===== config.mk =====
export PLATFORM = sky130hd
export DESIGN_NAME = playfair_digraph_encrypt_top
export DESIGN_NICKNAME = d
export VERILOG_FILES = /design/src/hw/rtl/pf_pkg.sv /design/src/hw/rtl/pf_rule.sv /design/src/hw/rtl/playfair_digraph_encrypt_top.sv
export SDC_FILE = /design/constraint.sdc
export NUM_CORES = 1
export LEC_CHECK = 0
export BUFFER_PORTS_ARGS = -buffer_cell sky130_fd_sc_hd__buf_2
export CORE_UTILIZATION = 63
export DETAILED_ROUTE_END_ITERATION = 16
export PLACE_DENSITY = 0.8
export SLEW_MARGIN = 20
export SYNTH_ARGS = -nofsm -noshare
export SYNTH_HDL_FRONTEND = slang
export SYNTH_SLANG_ARGS = --single-unit

===== constraint.sdc =====
create_clock -name aclk -period 9 [get_ports aclk]
set_input_delay 1.8 -clock aclk [delete_from_list [all_inputs] [get_ports aclk]]
set_output_delay 1.8 -clock aclk [all_outputs]
set_load 0.03 [all_outputs]

===== src/hw/rtl/pf_pkg.sv =====
`timescale 1ns / 1ps

package pf_pkg;

    localparam int LETTER_W = 5;
    localparam int CELL_W   = 5;
    localparam int ROW_W    = 3;

    localparam logic [LETTER_W-1:0] LETTER_I = 5'd8;
    localparam logic [LETTER_W-1:0] LETTER_J = 5'd9;
    localparam logic [LETTER_W-1:0] LETTER_Q = 5'd16;
    localparam logic [LETTER_W-1:0] LETTER_X = 5'd23;
    localparam logic [LETTER_W-1:0] LETTER_LAST = 5'd25;

    localparam int LETTERS = 26;
    localparam int CELLS   = 25;
    localparam logic [CELL_W-1:0] CELLS_FULL = 5'd25;
    localparam logic [ROW_W-1:0]  SIDE_LAST  = 3'd4;

    localparam logic [1:0] CMD_KEY      = 2'd0;
    localparam logic [1:0] CMD_KEY_DONE = 2'd1;
    localparam logic [1:0] CMD_TEXT     = 2'd2;
    localparam logic [1:0] CMD_END      = 2'd3;

    function automatic logic [LETTER_W-1:0] fold_letter(input logic [LETTER_W-1:0] l);
        return (l == LETTER_J) ? LETTER_I : l;
    endfunction

    // filler never equals the letter it splits or pads
    function automatic logic [LETTER_W-1:0] filler_pick(input logic [LETTER_W-1:0] filler,
                                                        input logic [LETTER_W-1:0] l);
        logic [LETTER_W-1:0] f;
        f = (filler > LETTER_LAST) ? LETTER_X : filler;
        f = fold_letter(f);
        if (f == l) begin
            f = (l == LETTER_Q) ? LETTER_X : LETTER_Q;
        end
        return f;
    endfunction

    function automatic logic [ROW_W-1:0] cell_row(input logic [CELL_W-1:0] c);
        logic [ROW_W-1:0] r;
        if (c < 5'd5) r = 3'd0;
        else if (c < 5'd10) r = 3'd1;
        else if (c < 5'd15) r = 3'd2;
        else if (c < 5'd20) r = 3'd3;
        else r = 3'd4;
        return r;
    endfunction

    function automatic logic [CELL_W-1:0] cell_index(input logic [ROW_W-1:0] r,
                                                     input logic [ROW_W-1:0] k);
        logic [CELL_W-1:0] r5;
        r5 = {2'b00, r};
        return (r5 << 2) + r5 + {2'b00, k};
    endfunction

    function automatic logic [ROW_W-1:0] cell_col(input logic [CELL_W-1:0] c);
        logic [CELL_W-1:0] d;
        d = c - cell_index(cell_row(c), 3'd0);
        return d[ROW_W-1:0];
    endfunction

    function automatic logic [ROW_W-1:0] wrap_inc(input logic [ROW_W-1:0] v);
        return (v == SIDE_LAST) ? 3'd0 : v + 3'd1;
    endfunction

endpackage


===== src/hw/rtl/pf_rule.sv =====
`timescale 1ns / 1ps

// Row, column and rectangle rules: maps the two plaintext cells to cipher cells.
module pf_rule (
    input  logic [pf_pkg::CELL_W-1:0] cell_a,
    input  logic [pf_pkg::CELL_W-1:0] cell_b,
    output logic [pf_pkg::CELL_W-1:0] out_a,
    output logic [pf_pkg::CELL_W-1:0] out_b
);

    logic [pf_pkg::ROW_W-1:0] ra;
    logic [pf_pkg::ROW_W-1:0] ka;
    logic [pf_pkg::ROW_W-1:0] rb;
    logic [pf_pkg::ROW_W-1:0] kb;

    assign ra = pf_pkg::cell_row(cell_a);
    assign ka = pf_pkg::cell_col(cell_a);
    assign rb = pf_pkg::cell_row(cell_b);
    assign kb = pf_pkg::cell_col(cell_b);

    always_comb begin
        if (ra == rb) begin
            out_a = pf_pkg::cell_index(ra, pf_pkg::wrap_inc(ka));
            out_b = pf_pkg::cell_index(rb, pf_pkg::wrap_inc(kb));
        end else if (ka == kb) begin
            out_a = pf_pkg::cell_index(pf_pkg::wrap_inc(ra), ka);
            out_b = pf_pkg::cell_index(pf_pkg::wrap_inc(rb), kb);
        end else begin
            out_a = pf_pkg::cell_index(ra, kb);
            out_b = pf_pkg::cell_index(rb, ka);
        end
    end

endmodule


===== src/hw/rtl/playfair_digraph_encrypt_top.sv =====
`timescale 1ns / 1ps

// Playfair encryptor with a 5x5 key square held in two small single-port
// memories (cell -> letter, letter -> cell). A key letter word leaves the
// block ready. A key-done word runs the fill sweep over the alphabet, one
// letter a cycle, and the block is ready again once it passes the last
// letter. A text letter that opens a pair is held, leaving the block ready;
// one that closes a pair, or an end word that pads one, runs two letter-to-
// cell reads, the rule step and two key-square reads via the single read
// port of each memory, waiting while the output register is held full. Text
// and end words before the square is full are dropped. The last result word
// sits in an output register, so the next word is taken while it waits.
module playfair_digraph_encrypt_top (
    input  logic                        aclk,
    input  logic                        aresetn,
    input  logic                        cfg_wr_en,
    input  logic [pf_pkg::LETTER_W-1:0] cfg_wr_data,
    input  logic                        s_valid,
    output logic                        s_ready,
    input  logic [1:0]                  s_cmd,
    input  logic [pf_pkg::LETTER_W-1:0] s_letter,
    output logic                        m_valid,
    input  logic                        m_ready,
    output logic [pf_pkg::LETTER_W-1:0] m_cipher_letter,
    output logic                        m_pair_end
);

    localparam logic [2:0] ST_IDLE  = 3'd0;
    localparam logic [2:0] ST_FILL  = 3'd1;
    localparam logic [2:0] ST_LOOKA = 3'd2;
    localparam logic [2:0] ST_LOOKB = 3'd3;
    localparam logic [2:0] ST_CALC  = 3'd4;
    localparam logic [2:0] ST_OUTA  = 3'd5;
    localparam logic [2:0] ST_OUTB  = 3'd6;

    logic [pf_pkg::LETTER_W-1:0] key_square [pf_pkg::CELLS];
    logic [pf_pkg::CELL_W-1:0]   letter_cell [pf_pkg::LETTERS];

    logic [2:0]                  state_reg, state_next;
    logic [pf_pkg::LETTER_W-1:0] filler_letter_reg;
    logic [pf_pkg::LETTERS-1:0]  letter_used_reg, letter_used_next;
    logic [pf_pkg::CELL_W-1:0]   cells_filled_reg, cells_filled_next;
    logic [pf_pkg::LETTER_W-1:0] pending_letter_reg, pending_letter_next;
    logic                        pending_valid_reg, pending_valid_next;
    logic [pf_pkg::LETTER_W-1:0] fill_cnt_reg, fill_cnt_next;
    logic [pf_pkg::LETTER_W-1:0] a_reg, a_next;
    logic [pf_pkg::LETTER_W-1:0] b_reg, b_next;
    logic [pf_pkg::CELL_W-1:0]   ca_reg, ca_next;
    logic [pf_pkg::CELL_W-1:0]   ob_reg, ob_next;
    logic                        m_valid_reg, m_valid_next;
    logic [pf_pkg::LETTER_W-1:0] m_cipher_letter_reg, m_cipher_letter_next;
    logic                        m_pair_end_reg, m_pair_end_next;

    logic [pf_pkg::CELL_W-1:0]   lc_rd_reg;
    logic [pf_pkg::LETTER_W-1:0] ks_rd_reg;

    logic                        lc_ren;
    logic [pf_pkg::LETTER_W-1:0] lc_raddr;
    logic                        ks_ren;
    logic [pf_pkg::CELL_W-1:0]   ks_raddr;
    logic                        place_req;
    logic                        place_en;
    logic [pf_pkg::LETTER_W-1:0] place_letter;
    logic                        accept;
    logic                        out_free;
    logic                        sq_full;
    logic [pf_pkg::LETTER_W-1:0] in_fold;
    logic                        in_ok;
    logic [pf_pkg::CELL_W-1:0]   rule_oa;
    logic [pf_pkg::CELL_W-1:0]   rule_ob;

    pf_rule u_rule (
        .cell_a (ca_reg),
        .cell_b (lc_rd_reg),
        .out_a  (rule_oa),
        .out_b  (rule_ob)
    );

    assign s_ready         = (state_reg == ST_IDLE);
    assign accept          = s_valid && s_ready;
    assign out_free        = !m_valid_reg || m_ready;
    assign sq_full         = (cells_filled_reg == pf_pkg::CELLS_FULL);
    assign in_fold         = pf_pkg::fold_letter(s_letter);
    assign in_ok           = (s_letter <= pf_pkg::LETTER_LAST);
    assign m_valid         = m_valid_reg;
    assign m_cipher_letter = m_cipher_letter_reg;
    assign m_pair_end      = m_pair_end_reg;

    // placement of one letter at the next free cell
    always_comb begin
        place_req    = 1'b0;
        place_letter = in_fold;
        if (state_reg == ST_FILL) begin
            place_letter = fill_cnt_reg;
            place_req    = (fill_cnt_reg != pf_pkg::LETTER_J);
        end else if (accept && s_cmd == pf_pkg::CMD_KEY) begin
            place_req = in_ok;
        end
        place_en = place_req && !letter_used_reg[place_letter] && !sq_full;
    end

    always_comb begin
        state_next           = state_reg;
        letter_used_next     = letter_used_reg;
        cells_filled_next    = cells_filled_reg;
        pending_letter_next  = pending_letter_reg;
        pending_valid_next   = pending_valid_reg;
        fill_cnt_next        = fill_cnt_reg;
        a_next               = a_reg;
        b_next               = b_reg;
        ca_next              = ca_reg;
        ob_next              = ob_reg;
        m_valid_next         = m_valid_reg && !m_ready;
        m_cipher_letter_next = m_cipher_letter_reg;
        m_pair_end_next      = m_pair_end_reg;
        lc_ren               = 1'b0;
        lc_raddr             = a_reg;
        ks_ren               = 1'b0;
        ks_raddr             = rule_oa;

        if (place_en) begin
            letter_used_next[place_letter] = 1'b1;
            cells_filled_next              = cells_filled_reg + 5'd1;
        end

        unique case (state_reg)
            ST_IDLE: begin
                if (accept) begin
                    unique case (s_cmd)
                        pf_pkg::CMD_KEY: begin
                        end
                        pf_pkg::CMD_KEY_DONE: begin
                            fill_cnt_next = '0;
                            state_next    = ST_FILL;
                        end
                        pf_pkg::CMD_TEXT: begin
                            if (in_ok && sq_full) begin
                                if (!pending_valid_reg) begin
                                    pending_letter_next = in_fold;
                                    pending_valid_next  = 1'b1;
                                end else begin
                                    a_next     = pending_letter_reg;
                                    state_next = ST_LOOKA;
                                    // doubled letter: the repeat opens the next pair
                                    if (pending_letter_reg == in_fold) begin
                                        b_next = pf_pkg::filler_pick(filler_letter_reg,
                                                                     in_fold);
                                    end else begin
                                        b_next             = in_fold;
                                        pending_valid_next = 1'b0;
                                    end
                                end
                            end
                        end
                        pf_pkg::CMD_END: begin
                            if (sq_full && pending_valid_reg) begin
                                a_next = pending_letter_reg;
                                b_next = pf_pkg::filler_pick(filler_letter_reg,
                                                             pending_letter_reg);
                                pending_valid_next = 1'b0;
                                state_next         = ST_LOOKA;
                            end
                        end
                        default: begin
                        end
                    endcase
                end
            end
            ST_FILL: begin
                fill_cnt_next = fill_cnt_reg + 5'd1;
                if (fill_cnt_reg == pf_pkg::LETTER_LAST) begin
                    state_next = ST_IDLE;
                end
            end
            ST_LOOKA: begin
                lc_ren     = 1'b1;
                lc_raddr   = a_reg;
                state_next = ST_LOOKB;
            end
            ST_LOOKB: begin
                ca_next    = lc_rd_reg;
                lc_ren     = 1'b1;
                lc_raddr   = b_reg;
                state_next = ST_CALC;
            end
            ST_CALC: begin
                ks_ren     = 1'b1;
                ks_raddr   = rule_oa;
                ob_next    = rule_ob;
                state_next = ST_OUTA;
            end
            ST_OUTA: begin
                if (out_free) begin
                    m_valid_next         = 1'b1;
                    m_cipher_letter_next = ks_rd_reg;
                    m_pair_end_next      = 1'b0;
                    ks_ren               = 1'b1;
                    ks_raddr             = ob_reg;
                    state_next           = ST_OUTB;
                end
            end
            ST_OUTB: begin
                if (out_free) begin
                    m_valid_next         = 1'b1;
                    m_cipher_letter_next = ks_rd_reg;
                    m_pair_end_next      = 1'b1;
                    state_next           = ST_IDLE;
                end
            end
            default: begin
                state_next = ST_IDLE;
            end
        endcase
    end

    always_ff @(posedge aclk) begin
        if (!aresetn) begin
            state_reg          <= ST_IDLE;
            filler_letter_reg  <= pf_pkg::LETTER_X;
            letter_used_reg    <= '0;
            cells_filled_reg   <= '0;
            pending_letter_reg <= '0;
            pending_valid_reg  <= 1'b0;
            fill_cnt_reg       <= '0;
            m_valid_reg        <= 1'b0;
        end else begin
            state_reg          <= state_next;
            if (cfg_wr_en) begin
                filler_letter_reg <= cfg_wr_data;
            end
            letter_used_reg    <= letter_used_next;
            cells_filled_reg   <= cells_filled_next;
            pending_letter_reg <= pending_letter_next;
            pending_valid_reg  <= pending_valid_next;
            fill_cnt_reg       <= fill_cnt_next;
            m_valid_reg        <= m_valid_next;
        end
    end

    always_ff @(posedge aclk) begin
        a_reg               <= a_next;
        b_reg               <= b_next;
        ca_reg              <= ca_next;
        ob_reg              <= ob_next;
        m_cipher_letter_reg <= m_cipher_letter_next;
        m_pair_end_reg      <= m_pair_end_next;
    end

    // key square and its inverse map
    always_ff @(posedge aclk) begin
        if (place_en) begin
            key_square[cells_filled_reg] <= place_letter;
            letter_cell[place_letter]    <= cells_filled_reg;
        end
        if (lc_ren) begin
            lc_rd_reg <= letter_cell[lc_raddr];
        end
        if (ks_ren) begin
            ks_rd_reg <= key_square[ks_raddr];
        end
    end

endmodule


==> results of run 1 <==
==> routing by layer <==
| metal | share of wire | up-vias |
|---|---|---|
| li1 | - | 5192 |
| met1 | 0.39 | 5507 |
| met2 | 0.49 | 608 |
| met3 | 0.084 | 112 |
| met4 | 0.033 | 0 |
| met5 | 0 | - |
==> per-stage QoR <==
stage               total power [mW]  hold slack, ns  instance area (um^2)  std cells  setup slack (ns)
finish                         5.339          0.4183                 17740       1771             2.878
global placement               3.751          0.4064                 16570       1709             2.847
global route                   5.567          0.4418                 17740       1771             2.496
detailed placement             3.828          0.4054                 16570       1709             2.665
floorplan                      3.317          0.4003                 16160       1406             4.078
CTS                            5.303          0.4193                 17740       1771             2.662
==> placed cells by master, fill, tap and decap left out, types with 6 or more instances in the layout <==
| cell type | netlist | final |
|---|---|---|
| a221oi_1 | 11 | 11 |
| xor2_1 | 20 | 20 |
| ha_1 | 42 | 42 |
| xnor2_1 | 23 | 23 |
| buf_2 | 9 | 24 |
| a21oi_1 | 80 | 80 |
| nand2b_1 | 9 | 9 |
| nor3_1 | 21 | 21 |
| clkbuf_16 | 0 | 37 |
| nor2_1 | 116 | 114 |
| edfxtp_1 | 291 | 291 |
| nand4_1 | 9 | 9 |
| fa_1 | 10 | 10 |
| and2_1 | 27 | 27 |
| nor2b_1 | 10 | 10 |
| buf_4 | 1 | 15 |
| a31oi_1 | 17 | 17 |
| o21ai_0 | 49 | 49 |
| a22oi_1 | 21 | 21 |
| inv_1 | 45 | 43 |
| o21a_1 | 29 | 29 |
| a32oi_1 | 6 | 6 |
| a211oi_1 | 35 | 35 |
| clkinv_2 | 0 | 8 |
| mux2i_1 | 28 | 25 |
| and3_1 | 8 | 8 |
| nand2_1 | 220 | 220 |
| a311oi_1 | 15 | 15 |
| a21o_1 | 11 | 11 |
| dfxtp_1 | 51 | 50 |
| clkbuf_1 | 52 | 7 |
| o211ai_1 | 13 | 13 |
| mux2_2 | 7 | 7 |
| nand3_1 | 43 | 43 |
==> power breakdown <==
| part | switching, mW | leakage (nW) | internal, mW |
|---|---|---|---|
| clock | 0.590 | 0.571 | 0.893 |
| sequential | 0.0292 | 3.03 | 1.83 |
| combinational | 1.31 | 2.72 | 0.685 |
==> worst max-delay path by stage <==
stage                             from           end  cells past startpoint
final                        ca_reg[2]  ks_rd_reg[2]                     19
after global placement    lc_rd_reg[2]  ks_rd_reg[0]                     16
after global routing      lc_rd_reg[2]  ks_rd_reg[0]                     16
after CTS                 lc_rd_reg[2]  ks_rd_reg[2]                     15
after floorplan              ca_reg[2]  ks_rd_reg[2]                     16
after detailed placement  lc_rd_reg[2]  ks_rd_reg[2]                     15
==> cells by family (layout without fill, tap and decap cells) <==
family / Yosys count / after routing / synth area share
AO/OA/AOI/OAI: 328 / 328 / 0.1371
adder cells (fa/ha/maj): 54 / 54 / 0.04614
AND/OR/NAND/NOR: 486 / 486 / 0.1331
buffers and inverters: 113 / 148 / 0.02764
XOR/XNOR: 45 / 45 / 0.02624
flip-flops: 342 / 342 / 0.6039
multiplexers: 38 / 38 / 0.02593
==> layout make-up <==
class	instances	area share
clock buffer	44	0.05367
clock inverter	18	0.01220
inverter	47	0.009944
multi-input combinational	951	0.3376
sequential	342	0.5502
tap	330	0.02327
timing repair buffer	39	0.01312
==> critical path: stages (launching register included) <==
cell and delay (ns):
edfxtp_1 0.47, nor2_1 0.17, a2bb2oi_1 0.56, inv_1 0.28, fa_1 0.48, xor3_2 0.42, inv_2 0.17, fa_1 0.43
inv_1 0.11, ha_1 0.24, a21o_1 0.16, a21oi_1 0.22, xnor2_1 0.11, nor3_1 0.23, o22ai_1 0.17, a31oi_1 0.77
nor3_1 0.29, o221ai_1 0.16, o211ai_1 0.12, a2111o_1 0.29
==> metrics.log, run 1 <==
INFO  metric register_area = roughly 10000 um^2
INFO  metric worstMarginPinSlew = roughly 1.2 ns
INFO  metric min_period = between 6 and 7 ns
INFO  metric avgViaCountPerCell = 6.448
INFO  metric final_core_util = 0.7045
INFO  metric layout-drive-gt1-share = 0.08536
INFO  metric detailedPlacementHpwl = approximately 25 mm
INFO  metric synth_most_common_cell = edfxtp_1
INFO  metric ctsHoldBuffers = 0
INFO  metric finalWeightedCongestion = 0.9258
INFO  metric critical_path.endpoint_type = register
INFO  metric critPathArrivalTime = about 6.4 ns
INFO  metric grt_setup_unrepaired = false
INFO  metric number_of_buffers_on_the_longest_clock_path = 3
INFO  metric power.density_cell_area = between 300 and 400 nW/um^2
INFO  metric grt_use_met2 = 0.5166
INFO  metric grt_overflow = 0
INFO  metric remaining_drc_errors = 0
INFO  metric timing.hold.worst_endpoint = m_cipher_letter[3]
INFO  metric crit_fanout = 9
INFO  metric fmax = 163.3 MHz
INFO  metric reg2regPathDepth = 19
INFO  metric die_h = 162.2 um
INFO  metric fp-row-count = 58
INFO  metric worstHoldStart = ks_rd_reg[3]
INFO  metric leakagePower = 6.327 nW
INFO  metric place.port_buffers = 24
INFO  metric grt_pass1_vias = about 11k
INFO  metric multi_input_comb_area = 5989 um^2
INFO  metric min-delay-path-class = register to register
INFO  metric detail_route.first_pass.iterations = 5
INFO  metric initial_util = 0.6418
INFO  metric postSynthCellCount = 1406
INFO  metric dr_total_vias = 11.42k
INFO  metric regToRegStartpoint = ca_reg[2]
INFO  metric totalNegativeSetupSlack = 0 ns
INFO  metric area.growth.synth_to_final = 9.770%
INFO  metric grtUsageMet3 = 0.03958
INFO  metric grt.met1_usage = 0.3968
INFO  metric coreArea = 25180 um^2
INFO  metric syn-num-nets = 1475
INFO  metric clock_latency_on_the_worst_skew_pair = 0.52 ns
INFO  metric grt_usage = 0.3039
INFO  metric synth_edf_count = a little under 300
INFO  metric regToRegSetupSlack = 2.88 ns
INFO  metric number_of_nets_in_the_final_layout = 1484
INFO  metric io_pins = 25
INFO  metric min_period_over_period = 0.6802
INFO  metric post-synth-top-area-cell = edfxtp_1
INFO  metric netlist_area_pre_place = approximately 16000 um^2
INFO  metric htreeDepth = 2
INFO  metric share_of_synthesized_registers_carrying_an_async_set_or_reset = 0
INFO  metric setup-violations-final = 0
INFO  metric synth-seq-cells = around 340
INFO  metric yosys_most_used_dff = edfxtp_1
INFO  metric first_pass_grt_wire_length = a little over 60 mm
INFO  metric cts_tree = done
INFO  metric worstHoldPathCells = 0
INFO  metric worst_r2r_end = ks_rd_reg[2]
INFO  metric syn_avg_cell_area = 11.49 um^2
INFO  metric max_cap_violations = 0
INFO  metric total_number_of_clock_tree_sinks = 342
INFO  metric drt_iter0_drc = 1211
INFO  metric power.ir.vdd_worst = 0.0002203 V
INFO  metric grt_start_max_net_pins = 66
INFO  metric synth-seq-area-share = 0.6039
INFO  metric post_cts_buffers = 0
INFO  metric critPathLaunchType = register
INFO  metric yosysUniqueCellTypes = 74
INFO  metric netlist_top_cells_count = edfxtp_1, nand2_1, nor2_1
INFO  metric route.detailed.wl_per_inst = 22.00 um
INFO  metric ys_warn_count = 0
INFO  metric synthDominantCellAreaShare = 0.5407
INFO  metric grt_antenna_before_repair = 0
INFO  metric cells_taking_the_most_area_after_synthesis = edfxtp_1, dfxtp_1, nand2_1
INFO  metric n_fill_cell = approximately 1.7k
INFO  metric finalHoldViolCount = 0
INFO  metric timing_max_transition_violations_final = 0
INFO  metric cts_made_buffers = 34
INFO  metric post_cts_resized = 0
INFO  metric finClkSkew = 0.01080 ns
INFO  metric outcome = finished, final reports clean
INFO  metric cts.root.buffer_cell = clkbuf_16
INFO  metric criticalPathCategory = register to register
INFO  metric largest_register_ff_count = 130
INFO  metric ant_nets = 0
INFO  metric busiest_layer = met2
INFO  metric drt-total-wl = 38.96 mm
INFO  metric fp.dieArea = 26300 um^2
INFO  metric clkSlewWorstSetupHoldPaths = 0.06 ns
INFO  metric antennaDiodeCount = 0
INFO  metric die_width = 162.2 um
INFO  metric worst_slew_margin_rel = 0.2171
INFO  metric required = 9.27 ns
Note: power is estimated with default switching activity, not from simulation.
==> run 2: changes to the inputs <==
clock period = 5.9 ns   (was 9 ns; I/O delays follow)
==> metrics.log, run 2 (synthesis results as in run 1) <==
INFO  metric fmax = 181.5 MHz
INFO  metric finalWorstSetupSlack = 0.3912 ns
INFO  metric post_cts_buffers = 0
INFO  metric grt_usage = 0.2866
INFO  metric area.growth.synth_to_final = 10.06%
INFO  metric clkSlewWorstSetupHoldPaths = 0.06 ns
INFO  metric required = 6.16 ns
INFO  metric highest-signal-layer = met4
INFO  metric place.port_buffers = 24
INFO  metric grt_overflow = 0
INFO  metric critPathLaunchType = register
INFO  metric io_pins = 25
INFO  metric drt-total-wl = between 30 and 40 mm
INFO  metric grt_setup_unrepaired = false
INFO  metric power.ir.vdd_worst = 0.0003896 V
INFO  metric dr_total_vias = 11.31k
INFO  metric max_cap_violations = 0
INFO  metric detail_route.first_pass.iterations = 6
INFO  metric route.detailed.wl_per_inst = about 20 um
INFO  metric layout.cells.most_common_list = edfxtp_1, nand2_1, nor2_1, a21oi_1, dfxtp_1
INFO  metric min_period = 5.509 ns
INFO  metric die_width = 162.2 um
INFO  metric setup-violations-final = 0
INFO  metric min-delay-path-class = register to register
INFO  metric finalHoldViolCount = 0
INFO  metric timing_max_transition_violations_final = 0
INFO  metric number_of_nets_in_the_final_layout = 1500
INFO  metric criticalPathCategory = register to register
INFO  metric clock_latency_on_the_worst_skew_pair = 0.52 ns
INFO  metric initial_util = 0.6418
INFO  metric register_area = slightly below 10000 um^2
INFO  metric power.density_cell_area = 450.2 nW/um^2
INFO  metric critical_path.endpoint_type = register
INFO  metric cts.root.buffer_cell = clkbuf_16
INFO  metric crit_fanout = 9
INFO  metric detailedPlacementHpwl = 23.96 mm
INFO  metric outcome = finished, final reports clean
INFO  metric finClkSkew = 0.01769 ns
INFO  metric final_core_util = 0.7064
INFO  metric multi_input_comb_area = 5996 um^2
INFO  metric fp-row-count = 58
INFO  metric grt_pass1_vias = 11.00k
INFO  metric fin_hold_ws = 0.4230 ns
INFO  metric first_pass_grt_wire_length = around 58 mm
INFO  metric worst_slew_margin_rel = 0.2786
INFO  metric ant_nets = 0
INFO  metric wl_met2 = 17.86 mm
INFO  metric worstMarginPinSlew = 1.052 ns
INFO  metric leakagePower = ~6.4 nW
INFO  metric layout-drive-gt1-share = 0.09259
INFO  metric pre_cts_slack = around 0.21 ns
INFO  metric totalNegativeSetupSlack = 0 ns
INFO  metric coreArea = roughly 25000 um^2
INFO  metric remaining_drc_errors = 0
INFO  metric min_period_over_period = 0.9337
INFO  metric n_fill_cell = 1705
INFO  metric finalWeightedCongestion = 0.9176
INFO  metric fp.dieArea = 26300 um^2
INFO  metric drt_iter0_drc = 1081
INFO  metric layout.cells.most_common = edfxtp_1
INFO  metric total_number_of_clock_tree_sinks = 342
INFO  metric grt_antenna_before_repair = 0
INFO  metric largest_register_ff_count = 130
INFO  metric number_of_buffers_on_the_longest_clock_path = 3
INFO  metric avgViaCountPerCell = about 6.3
INFO  metric met3WireLength = 2.893 mm
INFO  metric die_h = between 150 and 200 um
INFO  metric critPathArrivalTime = 5.77 ns
INFO  metric cts_made_buffers = 35
INFO  metric htreeDepth = 2
INFO  metric antennaDiodeCount = 0
INFO  metric routedLengthMet1 = 14.58 mm
INFO  metric cts_tree = done
INFO  metric grt_start_max_net_pins = 61
-- run 2: per-layer routing --
layer	global-route usage	vias up
met5	0	-
met4	0.1098	0
met3	0.03907	98
met2	0.4778	547
met1	0.3842	5423
li1	-	5237
-- run 2: final timing paths --
path,startpoint,endpoint,slack [ns],cells after the start
max,ca_reg[3],ks_rd_reg[2],0.39,21
min,ks_rd_reg[4],m_cipher_letter[4],0.42,0
max reg2reg,ca_reg[3],ks_rd_reg[2],0.39,21
min reg2reg,ks_rd_reg[4],m_cipher_letter[4],0.42,0
-- run 2: where the power goes --
group          switching (mW)  internal (mW)  leakage (nW)
clock network           0.885           1.21         0.530
registers              0.0655           2.79          3.03
logic                    1.94           1.11          2.80
-- run 2: timing repair --
action	CTS	global route
setup endpoints to repair	0	5
hold buffers	0	0
gates resized for setup	0	2
-- run 2: stage by stage --
stage                     area [um^2]  instances  total power [mW]
final                           17790       1788             8.008
after global placement          16680       1724             5.772
after detailed placement        16680       1724             5.867
after CTS                       17780       1788             7.976
after global routing            17790       1788             8.399
after floorplan                 16160       1406             5.060
-- run 2: final cells by class --
cell class,count,share of cell area
sequential,342,0.5487
multi-input combinational,951,0.3371
clock buffer,50,0.05529
tap,330,0.02321
timing repair buffer,54,0.01941
inverter,47,0.009918
clock inverter,14,0.006401
-- run 2: worst max-delay path, cell delays in order, from the launching register on --
cell and delay [ns]:
edfxtp_1 0.42, nor2b_1 0.15, o21ai_0 0.12, o21ai_1 0.32
inv_1 0.21, ha_1 0.23, fa_1 0.38, xor3_2 0.42
inv_2 0.17, fa_1 0.43, inv_1 0.11, ha_1 0.23
a21o_1 0.16, a21oi_1 0.21, xnor2_1 0.10, nor3_1 0.22
o22ai_1 0.18, a31oi_2 0.45, nor3_1 0.20, o221ai_1 0.12
o211ai_1 0.12, a2111o_1 0.30
